==> config.mk <==
export PLATFORM = sky130hd
export DESIGN_NAME = rs_erasure_parity_encoder_flat
export DESIGN_NICKNAME = d
export VERILOG_FILES = /design/src/rtl/rse_pkg.sv /design/src/rtl/rse_stream_if.sv /design/src/rtl/rse_ram.sv /design/src/rtl/rse_datapath.sv /design/src/rtl/rse_ctrl.sv /design/src/rtl/rs_erasure_parity_encoder.sv /design/src/flat_wrapper.sv
export VERILOG_INCLUDE_DIRS = /design/src /design/src/rtl
export SDC_FILE = /design/constraint.sdc
export NUM_CORES = 2
export LEC_CHECK = 0
export ABC_CLOCK_PERIOD_IN_PS = 6750
export BUFFER_PORTS_ARGS = -buffer_cell sky130_fd_sc_hd__buf_4
export CORE_UTILIZATION = 38
export CTS_BUF_LIST = sky130_fd_sc_hd__clkbuf_4
export CTS_CLUSTER_SIZE = 30
export DETAILED_ROUTE_END_ITERATION = 8
export GPL_ROUTABILITY_DRIVEN = 0
export PLACE_DENSITY_LB_ADDON = 0.12
export SLEW_MARGIN = 30
export SYNTH_ARGS = -nofsm -noshare
export SYNTH_HDL_FRONTEND = slang
export SYNTH_HIERARCHICAL = 1
export SYNTH_SLANG_ARGS = --single-unit
==> constraint.sdc <==
create_clock -name i_clk -period 6.75 [get_ports i_clk]
set_input_delay 2.025 -clock i_clk [delete_from_list [all_inputs] [get_ports i_clk]]
set_output_delay 2.025 -clock i_clk [all_outputs]
set_load 0.01 [all_outputs]
==> src/rtl/rs_erasure_parity_encoder_macros.svh <==
// Assertion macros for the Reed-Solomon erasure parity encoder.
// Used by the top level only; depends on nothing.
`ifndef RS_ERASURE_PARITY_ENCODER_MACROS_SVH
`define RS_ERASURE_PARITY_ENCODER_MACROS_SVH

`define RSE_ASSERT_IMPL(label, clk, rst_n, ante, cons, msg) \
    label: assert property (@(posedge clk) disable iff (!rst_n) (ante) |-> (cons)) \
        else $error(msg);

`define RSE_ASSERT_NEXT(label, clk, rst_n, ante, cons, msg) \
    label: assert property (@(posedge clk) disable iff (!rst_n) (ante) |=> (cons)) \
        else $error(msg);

`endif

==> src/rtl/rse_pkg.sv <==
// Package of the Reed-Solomon erasure parity encoder: field constants,
// register indexes and GF(256) helpers. Depends on nothing.
package rse_pkg;

    localparam logic [8:0] GF_POLY = 9'h11D;
    localparam int         GF_ORDER = 255;

    localparam logic [0:0] REG_DATA_SHARDS   = 1'b0;
    localparam logic [0:0] REG_PARITY_SHARDS = 1'b1;
    localparam int         CFG_IDX_W = 8;

    localparam logic [4:0] RST_DATA_SHARDS   = 5'd4;
    localparam logic [3:0] RST_PARITY_SHARDS = 4'd2;

    typedef logic [7:0] t_gf;

    // Command from controller to datapath.
    typedef struct packed {
        logic clear;     // clear accumulators
        logic acc;       // fold latched byte into accumulators
        logic tab_mul;   // r_num/r_den update with current k
        logic tab_init;  // start a new coefficient
        logic inv_init;  // load inverter with den
        logic inv_step;  // one square-and-multiply step
        logic tab_write; // write num*inv to table
    } t_cmd;

    function automatic t_gf gf_mul(input t_gf a, input t_gf b);
        logic [7:0] x;
        logic [7:0] r;
        x = a;
        r = '0;
        for (int i = 0; i < 8; i++) begin
            if (b[i]) r = r ^ x;
            x = x[7] ? ((x << 1) ^ GF_POLY[7:0]) : (x << 1);
        end
        return r;
    endfunction

endpackage

==> src/rtl/rse_stream_if.sv <==
// Valid/ready interfaces for the data, parity and configuration channels.
// Depends on nothing.
interface rse_in_if;
    logic       valid;
    logic       ready;
    logic [7:0] data_byte;
    logic       end_of_block;
    modport source (output valid, output data_byte, output end_of_block, input ready);
    modport sink (input valid, input data_byte, input end_of_block, output ready);
endinterface

interface rse_out_if;
    logic       valid;
    logic       ready;
    logic [2:0] parity_index;
    logic [7:0] parity_byte;
    logic       last_of_column;
    logic       last_of_block;
    modport source (output valid, output parity_index, output parity_byte,
                    output last_of_column, output last_of_block, input ready);
    modport sink (input valid, input parity_index, input parity_byte,
                  input last_of_column, input last_of_block, output ready);
endinterface

interface rse_cfg_if;
    logic       valid;
    logic       ready;
    logic [7:0] index;
    logic [7:0] data;
    modport source (output valid, output index, output data, input ready);
    modport sink (input valid, input index, input data, output ready);
endinterface

==> src/rtl/rse_ram.sv <==
// Generic single-port-write, registered-read RAM.
// Depends on nothing.
module rse_ram #(
    parameter int WIDTH = 8,
    parameter int DEPTH = 128
) (
    input  logic                     i_clk,
    input  logic                     i_we,
    input  logic [$clog2(DEPTH)-1:0] i_waddr,
    input  logic [WIDTH-1:0]         i_wdata,
    input  logic [$clog2(DEPTH)-1:0] i_raddr,
    output logic [WIDTH-1:0]         o_rdata
);
    logic [WIDTH-1:0] r_mem [DEPTH];
    logic [WIDTH-1:0] r_rdata;

    always_ff @(posedge i_clk) begin
        if (i_we) r_mem[i_waddr] <= i_wdata;
        r_rdata <= r_mem[i_raddr];
    end

    assign o_rdata = r_rdata;
endmodule

==> src/rtl/rse_datapath.sv <==
// Datapath: table build arithmetic, per-parity accumulators.
// Depends on rse_pkg.
module rse_datapath #(
    parameter int MAX_PARITY = 8,
    parameter int PW = 3
) (
    input  logic              i_clk,
    input  rse_pkg::t_cmd     i_cmd,
    input  logic [7:0]        i_target,
    input  logic [7:0]        i_xi,
    input  logic [7:0]        i_xk,
    input  logic [7:0]        i_byte,
    input  logic [PW-1:0]     i_acc_sel,
    input  logic [7:0]        i_coef,
    input  logic [PW-1:0]     i_rd_sel,
    output logic [7:0]        o_tab_val,
    output logic [7:0]        o_acc_val
);
    logic [7:0] r_num, r_den, r_base, r_res, n_res;
    logic [7:0] r_acc [MAX_PARITY];
    logic [7:0] w_prod;

    assign w_prod = rse_pkg::gf_mul(i_coef, i_byte);
    assign n_res  = rse_pkg::gf_mul(r_res, r_base);

    always_ff @(posedge i_clk) begin
        if (i_cmd.tab_init) begin
            r_num <= 8'd1;
            r_den <= 8'd1;
        end else if (i_cmd.tab_mul) begin
            r_num <= rse_pkg::gf_mul(r_num, i_target ^ i_xk);
            r_den <= rse_pkg::gf_mul(r_den, i_xi ^ i_xk);
        end
        // a^254 = product of a^2, a^4, ... a^128: seven steps.
        if (i_cmd.inv_init) begin
            r_base <= rse_pkg::gf_mul(r_den, r_den);
            r_res  <= 8'd1;
        end else if (i_cmd.inv_step) begin
            r_res  <= n_res;
            r_base <= rse_pkg::gf_mul(r_base, r_base);
        end
        for (int j = 0; j < MAX_PARITY; j++) begin
            if (i_cmd.clear) r_acc[j] <= '0;
            else if (i_cmd.acc && i_acc_sel == PW'(j)) r_acc[j] <= r_acc[j] ^ w_prod;
        end
    end

    assign o_tab_val = rse_pkg::gf_mul(r_num, r_res);
    assign o_acc_val = r_acc[i_rd_sel];
endmodule

==> src/rtl/rse_ctrl.sv <==
// Controller state machine: table build sequencing, per-byte parity loop, emission.
// Depends on rse_pkg.
module rse_ctrl #(
    parameter int MAX_DATA = 16,
    parameter int DW = 4,
    parameter int PW = 3,
    parameter int AW = 7
) (
    input  logic              i_clk,
    input  logic              i_rst_n,
    input  logic              i_cfg_we,
    input  logic [DW:0]       i_n,
    input  logic [PW:0]       i_m,
    input  logic              i_in_valid,
    input  logic [7:0]        i_in_byte,
    input  logic              i_in_eob,
    output logic              o_in_ready,
    output logic              o_out_valid,
    input  logic              i_out_ready,
    output logic [2:0]        o_out_index,
    output logic              o_out_loc,
    output logic              o_out_lob,
    output logic              o_busy,
    output rse_pkg::t_cmd     o_cmd,
    output logic [7:0]        o_target,
    output logic [7:0]        o_xi,
    output logic [7:0]        o_xk,
    output logic [7:0]        o_byte,
    output logic [PW-1:0]     o_acc_sel,
    output logic [PW-1:0]     o_rd_sel,
    output logic              o_we,
    output logic [AW-1:0]     o_waddr,
    output logic [AW-1:0]     o_raddr
);
    typedef enum logic [7:0] {
        S_IDLE = 8'b00000001, S_TMUL = 8'b00000010, S_INV  = 8'b00000100,
        S_TWR  = 8'b00001000, S_RD   = 8'b00010000, S_ACC  = 8'b00100000,
        S_EMIT = 8'b01000000, S_TINI = 8'b10000000
    } t_state;

    t_state r_state, n_state;
    logic r_valid, n_valid;
    logic [PW-1:0] r_j, n_j;
    logic [DW-1:0] r_i, n_i, r_k, n_k, r_pos, n_pos;
    logic [2:0] r_st, n_st;
    logic [7:0] r_byte, n_byte;
    logic r_eob, n_eob, r_ov, n_ov;
    rse_pkg::t_cmd w_cmd;

    logic [DW:0] w_n1;
    assign w_n1 = i_n - 1'b1;
    assign o_target = 8'(i_n) + 8'(r_j) + 8'd1;
    assign o_xi = 8'(r_i) + 8'd1;
    assign o_xk = 8'(r_k) + 8'd1;
    assign o_byte = r_byte;
    assign o_acc_sel = r_j;
    assign o_rd_sel = r_j;
    assign o_waddr = AW'(32'(r_j) * MAX_DATA + 32'(r_i));
    assign o_raddr = AW'(32'(r_j) * MAX_DATA + 32'(r_pos));
    assign o_we = (r_state == S_TWR);
    assign o_in_ready = (r_state == S_IDLE) && !r_ov && !i_cfg_we;
    assign o_out_valid = r_ov;
    assign o_out_index = 3'(r_j);
    assign o_out_loc = (r_j == PW'(i_m - 1'b1));
    assign o_out_lob = o_out_loc && r_eob;
    assign o_busy = (r_state != S_IDLE) || r_ov;
    assign o_cmd = w_cmd;

    always_comb begin
        n_state = r_state; n_valid = r_valid; n_j = r_j; n_i = r_i; n_k = r_k;
        n_pos = r_pos; n_st = r_st; n_byte = r_byte; n_eob = r_eob; n_ov = r_ov;
        w_cmd = '0;
        case (r_state)
            S_IDLE: begin
                if (r_ov) begin
                    if (i_out_ready) begin
                        if (r_j == PW'(i_m - 1'b1)) begin
                            n_ov = 1'b0; n_j = '0;
                        end else begin
                            n_j = r_j + 1'b1;
                        end
                    end
                end else if (i_cfg_we) begin
                    n_valid = 1'b0; n_pos = '0; w_cmd.clear = 1'b1;
                end else if (i_in_valid) begin
                    n_byte = i_in_byte; n_eob = i_in_eob; n_j = '0;
                    if (32'(r_pos) >= 32'(i_n)) n_pos = '0;
                    if (!r_valid && i_m != 0) begin
                        n_i = '0; n_state = S_TINI;
                    end else begin
                        n_valid = 1'b1;
                        n_state = (i_m == 0) ? S_EMIT : S_RD;
                    end
                end
            end
            S_TINI: begin
                w_cmd.tab_init = 1'b1; n_k = '0; n_state = S_TMUL;
            end
            S_TMUL: begin
                if (r_k != r_i) w_cmd.tab_mul = 1'b1;
                if (r_k == DW'(w_n1)) begin
                    n_st = '0; n_state = S_INV;
                end else n_k = r_k + 1'b1;
            end
            S_INV: begin
                // The first pass loads the finished denominator; seven square-and-multiply steps then invert it.
                if (r_st == 3'd0) w_cmd.inv_init = 1'b1;
                else w_cmd.inv_step = 1'b1;
                n_st = r_st + 1'b1;
                if (r_st == 3'd7) n_state = S_TWR;
            end
            S_TWR: begin
                if (r_i == DW'(w_n1)) begin
                    n_i = '0;
                    if (r_j == PW'(i_m - 1'b1)) begin
                        n_j = '0; n_valid = 1'b1; n_state = S_RD;
                    end else begin
                        n_j = r_j + 1'b1; n_state = S_TINI;
                    end
                end else begin
                    n_i = r_i + 1'b1; n_state = S_TINI;
                end
            end
            S_RD: n_state = S_ACC;
            S_ACC: begin
                w_cmd.acc = 1'b1;
                if (r_j == PW'(i_m - 1'b1)) begin
                    n_j = '0; n_state = S_EMIT;
                end else begin
                    n_j = r_j + 1'b1; n_state = S_RD;
                end
            end
            S_EMIT: begin
                n_state = S_IDLE;
                if (32'(r_pos) + 1 >= 32'(i_n)) begin
                    n_pos = '0;
                    if (i_m != 0) n_ov = 1'b1;
                end else n_pos = r_pos + 1'b1;
            end
            default: n_state = S_IDLE;
        endcase
        if (r_ov && i_out_ready && r_j == PW'(i_m - 1'b1)) w_cmd.clear = 1'b1;
        if (!i_rst_n) w_cmd.clear = 1'b1;
    end

    always_ff @(posedge i_clk) begin
        if (!i_rst_n) begin
            r_state <= S_IDLE; r_valid <= 1'b0; r_j <= '0; r_pos <= '0; r_ov <= 1'b0;
        end else begin
            r_state <= n_state; r_valid <= n_valid; r_j <= n_j; r_pos <= n_pos;
            r_ov <= n_ov;
        end
        r_i <= n_i; r_k <= n_k; r_st <= n_st; r_byte <= n_byte; r_eob <= n_eob;
    end
endmodule

==> src/rtl/rs_erasure_parity_encoder.sv <==
// Reed-Solomon GF(256) erasure parity encoder, top level.
// Per byte, one table read and accumulate per parity shard; a column-closing byte adds m output words.
// After reset or configuration, the first byte first builds the n*m table.
// Synchronous active-low reset clears control.
// Depends on rse_pkg, rse_stream_if, rse_ram, rse_ctrl, rse_datapath and macros.
`include "rs_erasure_parity_encoder_macros.svh"
module rs_erasure_parity_encoder #(
    parameter int MAX_DATA = 16,
    parameter int MAX_PARITY = 8
) (
    input  logic       i_clk,
    input  logic       i_rst_n,
    rse_in_if.sink     in_ch,
    rse_out_if.source  out_ch,
    rse_cfg_if.sink    cfg_ch
);
    localparam int DW = $clog2(MAX_DATA + 1);
    localparam int PW = (MAX_PARITY > 1) ? $clog2(MAX_PARITY) : 1;
    localparam int AW = $clog2(MAX_DATA * MAX_PARITY);

    logic [4:0] r_data_shards;
    logic [3:0] r_parity_shards;
    logic [DW:0] w_n;
    logic [PW:0] w_m;
    logic w_busy, w_cfg_we, w_we;
    rse_pkg::t_cmd w_cmd;
    logic [7:0] w_target, w_xi, w_xk, w_byte, w_coef, w_tab, w_acc;
    logic [PW-1:0] w_acc_sel, w_rd_sel;
    logic [AW-1:0] w_waddr, w_raddr;
    logic [2:0] w_idx;

    assign cfg_ch.ready = !w_busy;
    assign w_cfg_we = cfg_ch.valid && cfg_ch.ready;

    always_ff @(posedge i_clk) begin
        if (!i_rst_n) begin
            r_data_shards <= rse_pkg::RST_DATA_SHARDS;
            r_parity_shards <= rse_pkg::RST_PARITY_SHARDS;
        end else if (w_cfg_we && cfg_ch.index[7:1] == '0) begin
            if (cfg_ch.index[0] == rse_pkg::REG_DATA_SHARDS) r_data_shards <= cfg_ch.data[4:0];
            else r_parity_shards <= cfg_ch.data[3:0];
        end
    end

    always_comb begin
        if (r_data_shards == '0) w_n = (DW+1)'(1);
        else if (32'(r_data_shards) > MAX_DATA) w_n = (DW+1)'(MAX_DATA);
        else w_n = (DW+1)'(r_data_shards);
        if (32'(r_parity_shards) > MAX_PARITY) w_m = (PW+1)'(MAX_PARITY);
        else w_m = (PW+1)'(r_parity_shards);
    end

    rse_ctrl #(.MAX_DATA(MAX_DATA), .DW(DW), .PW(PW), .AW(AW)) u_ctrl (
        .i_clk(i_clk), .i_rst_n(i_rst_n),
        .i_cfg_we(w_cfg_we && cfg_ch.index[7:1] == '0),
        .i_n(w_n), .i_m(w_m),
        .i_in_valid(in_ch.valid), .i_in_byte(in_ch.data_byte), .i_in_eob(in_ch.end_of_block),
        .o_in_ready(in_ch.ready), .o_out_valid(out_ch.valid), .i_out_ready(out_ch.ready),
        .o_out_index(w_idx), .o_out_loc(out_ch.last_of_column),
        .o_out_lob(out_ch.last_of_block), .o_busy(w_busy), .o_cmd(w_cmd),
        .o_target(w_target), .o_xi(w_xi), .o_xk(w_xk), .o_byte(w_byte),
        .o_acc_sel(w_acc_sel), .o_rd_sel(w_rd_sel), .o_we(w_we),
        .o_waddr(w_waddr), .o_raddr(w_raddr)
    );

    rse_ram #(.WIDTH(8), .DEPTH(MAX_DATA * MAX_PARITY)) u_tab (
        .i_clk(i_clk), .i_we(w_we), .i_waddr(w_waddr), .i_wdata(w_tab),
        .i_raddr(w_raddr), .o_rdata(w_coef)
    );

    rse_datapath #(.MAX_PARITY(MAX_PARITY), .PW(PW)) u_dp (
        .i_clk(i_clk), .i_cmd(w_cmd), .i_target(w_target), .i_xi(w_xi), .i_xk(w_xk),
        .i_byte(w_byte), .i_acc_sel(w_acc_sel), .i_coef(w_coef), .i_rd_sel(w_rd_sel),
        .o_tab_val(w_tab), .o_acc_val(w_acc)
    );

    assign out_ch.parity_index = w_idx;
    assign out_ch.parity_byte = w_acc;

    `RSE_ASSERT_IMPL(a_no_in_while_out, i_clk, i_rst_n, out_ch.valid, !in_ch.ready,
        "input accepted while parity pending")
    `RSE_ASSERT_IMPL(a_lob_needs_loc, i_clk, i_rst_n, out_ch.valid && out_ch.last_of_block,
        out_ch.last_of_column, "last_of_block without last_of_column")
    `RSE_ASSERT_NEXT(a_cfg_idle, i_clk, i_rst_n, w_cfg_we, !out_ch.valid,
        "configuration accepted while busy")
endmodule

==> src/flat_wrapper.sv <==
// flat-port wrapper written by rule: the top's interface ports become plain ports
module rs_erasure_parity_encoder_flat 
#(
    parameter int MAX_DATA = 16,
    parameter int MAX_PARITY = 8
)
  (i_clk, i_rst_n, in_ch_valid, in_ch_data_byte, in_ch_end_of_block, in_ch_ready, out_ch_valid, out_ch_parity_index, out_ch_parity_byte, out_ch_last_of_column, out_ch_last_of_block, out_ch_ready, cfg_ch_valid, cfg_ch_index, cfg_ch_data, cfg_ch_ready);
  rse_in_if in_ch_i ();
  rse_out_if out_ch_i ();
  rse_cfg_if cfg_ch_i ();
  input  logic i_clk;
  input  logic i_rst_n;
  input wire logic [$bits(in_ch_i.valid)-1:0] in_ch_valid;
  input wire logic [$bits(in_ch_i.data_byte)-1:0] in_ch_data_byte;
  input wire logic [$bits(in_ch_i.end_of_block)-1:0] in_ch_end_of_block;
  output wire logic [$bits(in_ch_i.ready)-1:0] in_ch_ready;
  output wire logic [$bits(out_ch_i.valid)-1:0] out_ch_valid;
  output wire logic [$bits(out_ch_i.parity_index)-1:0] out_ch_parity_index;
  output wire logic [$bits(out_ch_i.parity_byte)-1:0] out_ch_parity_byte;
  output wire logic [$bits(out_ch_i.last_of_column)-1:0] out_ch_last_of_column;
  output wire logic [$bits(out_ch_i.last_of_block)-1:0] out_ch_last_of_block;
  input wire logic [$bits(out_ch_i.ready)-1:0] out_ch_ready;
  input wire logic [$bits(cfg_ch_i.valid)-1:0] cfg_ch_valid;
  input wire logic [$bits(cfg_ch_i.index)-1:0] cfg_ch_index;
  input wire logic [$bits(cfg_ch_i.data)-1:0] cfg_ch_data;
  output wire logic [$bits(cfg_ch_i.ready)-1:0] cfg_ch_ready;
  assign in_ch_i.valid = in_ch_valid;
  assign in_ch_i.data_byte = in_ch_data_byte;
  assign in_ch_i.end_of_block = in_ch_end_of_block;
  assign in_ch_ready = in_ch_i.ready;
  assign out_ch_valid = out_ch_i.valid;
  assign out_ch_parity_index = out_ch_i.parity_index;
  assign out_ch_parity_byte = out_ch_i.parity_byte;
  assign out_ch_last_of_column = out_ch_i.last_of_column;
  assign out_ch_last_of_block = out_ch_i.last_of_block;
  assign out_ch_i.ready = out_ch_ready;
  assign cfg_ch_i.valid = cfg_ch_valid;
  assign cfg_ch_i.index = cfg_ch_index;
  assign cfg_ch_i.data = cfg_ch_data;
  assign cfg_ch_ready = cfg_ch_i.ready;
  rs_erasure_parity_encoder #(.MAX_DATA(MAX_DATA), .MAX_PARITY(MAX_PARITY)) u_core (.i_clk(i_clk), .i_rst_n(i_rst_n), .in_ch(in_ch_i), .out_ch(out_ch_i), .cfg_ch(cfg_ch_i));
endmodule
==> impl_results.md <==
- Drt pass-1 iters: 7
- Starting DRT DRC Count: approximately 2400
- CTS clk-pin slew, worst paths: 0.06 ns
- Max cap viols: 0
- Final core utilization: 42.8%
- Syn avg cell area: 16.0 sq um
- Violated checks: design-rule violations
- Post-Synthesis Cells: 3450
- Global route total overflow: 0
- Status: finished with violations
- Worst EP arrival: 3.72 ns
- Core ar.: between 100000 and 150000 sq um
- CTS tree: done
- Share of layout cells above drive strength 1: 27.1%
- DRC: 16
- Final net count: 3720
- Postcts setup bufs: 0
- Fmax: 174 MHz
- Max-slew violation count: 0
- Initial core utilization: 38.3%
- Worst-Skew Late Latency: 1.23 ns
- Clock sinks: approximately 1200
- Rows: 139
- Die ar.: 147000 sq um
- Antenna Nets Post-Route: 0
- Antenna violations before repair: 3
- Critical path endpoint category: primary output
- Dpl ws: 1.27 ns
- Gr usage total: between 10% and 20%
- Largest net degree at the start of global routing: roughly 130
- Worst Max-Slew Pin Slew: 0.965 ns
- Crit path max fanout: 10
- Final Hold Viols: 0
- Port Buffer Count: 42
- CP Data Required Time: 4.72 ns
- CTS Buffer Depth: 4
- Worst Hold Class: reg2reg
- First-pass GRT wire length: 207000 um
- Ports: 46
- RSZ-0062 raised after global routing: no
- Hpwl dp: 85000 um
- Slew headroom: a little over a third
- VDD IR-drop max: ~280 uV
- CTS Hold Bufs: 0
- Vias in the first global route: roughly 32000
- Die Y: 383 um
- DR vias: 30700
- Area Growth Syn to Fin: 11.7%
- Root Driver: clkbuf_4
- Final period util: 85.1%
- Setup violators final: 0
- Power per cell area: 343 nW/um^2
- Clock skew: 0.0889 ns
- Kind of critical path: reg2out
- Die width: 383 um
- Setup WS post-layout: 1.01 ns
- Routed WL: 139000 um
- Worst setup SP type: flop
- Number of CTS-inserted buffers: 332
- Drt wl/cell: between 20 and 25 um
- Final setup TNS: 0 ns
- CTS HTree Levels: 5
- Tmin final: ~5.7 ns
- Synth warn: 6
- Post-Syn Area: 55200 sq um
- Vias per cell: roughly 5.3
- Number of gates resized after CTS: 0
- Overall power: 21.1 mW
- P_leak: 19.7 nW
-- state kept, by name, indices dropped and copies added, names as in the netlist --
register and flops:
u_core/u_ctrl/r_eob 1, u_core/u_ctrl/r_pos 5, u_core/r_data_shards 5, u_core/u_ctrl/r_state 8, u_core/u_ctrl/r_k 5, u_core/u_ctrl/o_acc_sel 3, u_core/u_ctrl/r_i 5, u_core/u_ctrl/r_valid 1
u_core/u_tab/o_rdata 8, u_core/u_dp/r_res 8, u_core/u_dp/r_base 8, u_core/u_dp/r_den 8, u_core/u_ctrl/o_out_valid 1, u_core/u_tab/r_mem 1024, u_core/u_ctrl/r_st 3, u_core/u_dp/r_num 8
u_core/u_ctrl/o_byte 8, u_core/u_dp/r_acc 64, u_core/r_parity_shards 4
-- worst max-delay path, stage by stage, from the launching register on --
cell and delay (ns):
dfxtp_1 0.41, nor4_4 0.53, nand4b_4 0.25, nand2b_1 0.42, nor4b_1 0.42, buf_4 0.21, nor2_1 0.10, buf_4 0.19
-- power breakdown --
group / total, mW / switching [mW] / internal (mW)
Clock: 6.32 / 2.91 / 3.42
Combinational: 5.71 / 3.51 / 2.20
Sequential: 9.09 / 0.219 / 8.87
-- metal layers --
layer	GRT usage, %	share of wire, %	wire length (um)	vias to the layer above
met5	0	0	0	-
met3	3.33	4.7	6470	233
met4	6.10	2.0	2840	0
met2	31.9	50	69700	886
li1	-	-	-	13700
met1	25.2	43	60100	16000
-- final timing paths --
path | from | to | slack, ns | cells past startpoint
worst max-delay path | u_core/u_ctrl/r_state[1]$_SDFFE_PN0P_ | in_ch_ready | 1.01 | 7
worst min-delay path | u_core/r_parity_shards[0]$_SDFFE_PN0P_ | u_core/r_parity_shards[0]$_SDFFE_PN0P_ | 0.47 | 2
worst max register to register | u_core/r_data_shards[3]$_SDFFE_PN0P_ | u_core/u_dp/r_num[3]$_SDFFE_PP0P_ | 2.66 | 17
worst min register to register | u_core/r_parity_shards[0]$_SDFFE_PN0P_ | u_core/r_parity_shards[0]$_SDFFE_PN0P_ | 0.47 | 2
-- layout make-up --
class | count | area (sq um)
flip-flops and latches | 1177 | 34800
fillers | 12900 | 82200
clock buffers | 485 | 3640
clock inverters | 70 | 379
inverters | 47 | 176
well taps | 1903 | 2380
diodes | 9 | 22.5
multi-input cells | 1996 | 19300
repair buffers | 102 | 935
-- metrics by stage --
stage               instances  area [sq um]  hold slack [ns]
floorplan                3456         55200            0.433
global placement         5223         57500            0.453
detailed placement       5223         57500            0.458
CTS                      5778         61500            0.468
global route             5788         61600            0.482
finish                   5789         61600            0.467
-- cells in the final DEF (no fill, tap or decap), drive strengths merged, types with 6 or more instances in the layout --
master	count
xnor3	20
nor3b	9
ha	33
o21ai	44
a21o	12
clkbuf	485
nand3b	7
a211oi	20
nand3	52
clkinv	62
conb	8
a2bb2oi	6
nand4	9
nor2	293
nand2	308
diode	9
mux4	352
mux2i	20
xor3	6
a22oi	10
or2	6
xor2	160
o211ai	15
nor2b	39
buf	102
nor3	30
a21boi	6
nor4	6
edfxtp	1118
xnor2	345
mux2	17
inv	51
nand2b	18
o22ai	12
dfxtp	59
a21oi	54
and3	8
and2	10
Power figures use the tool's default switching activity.
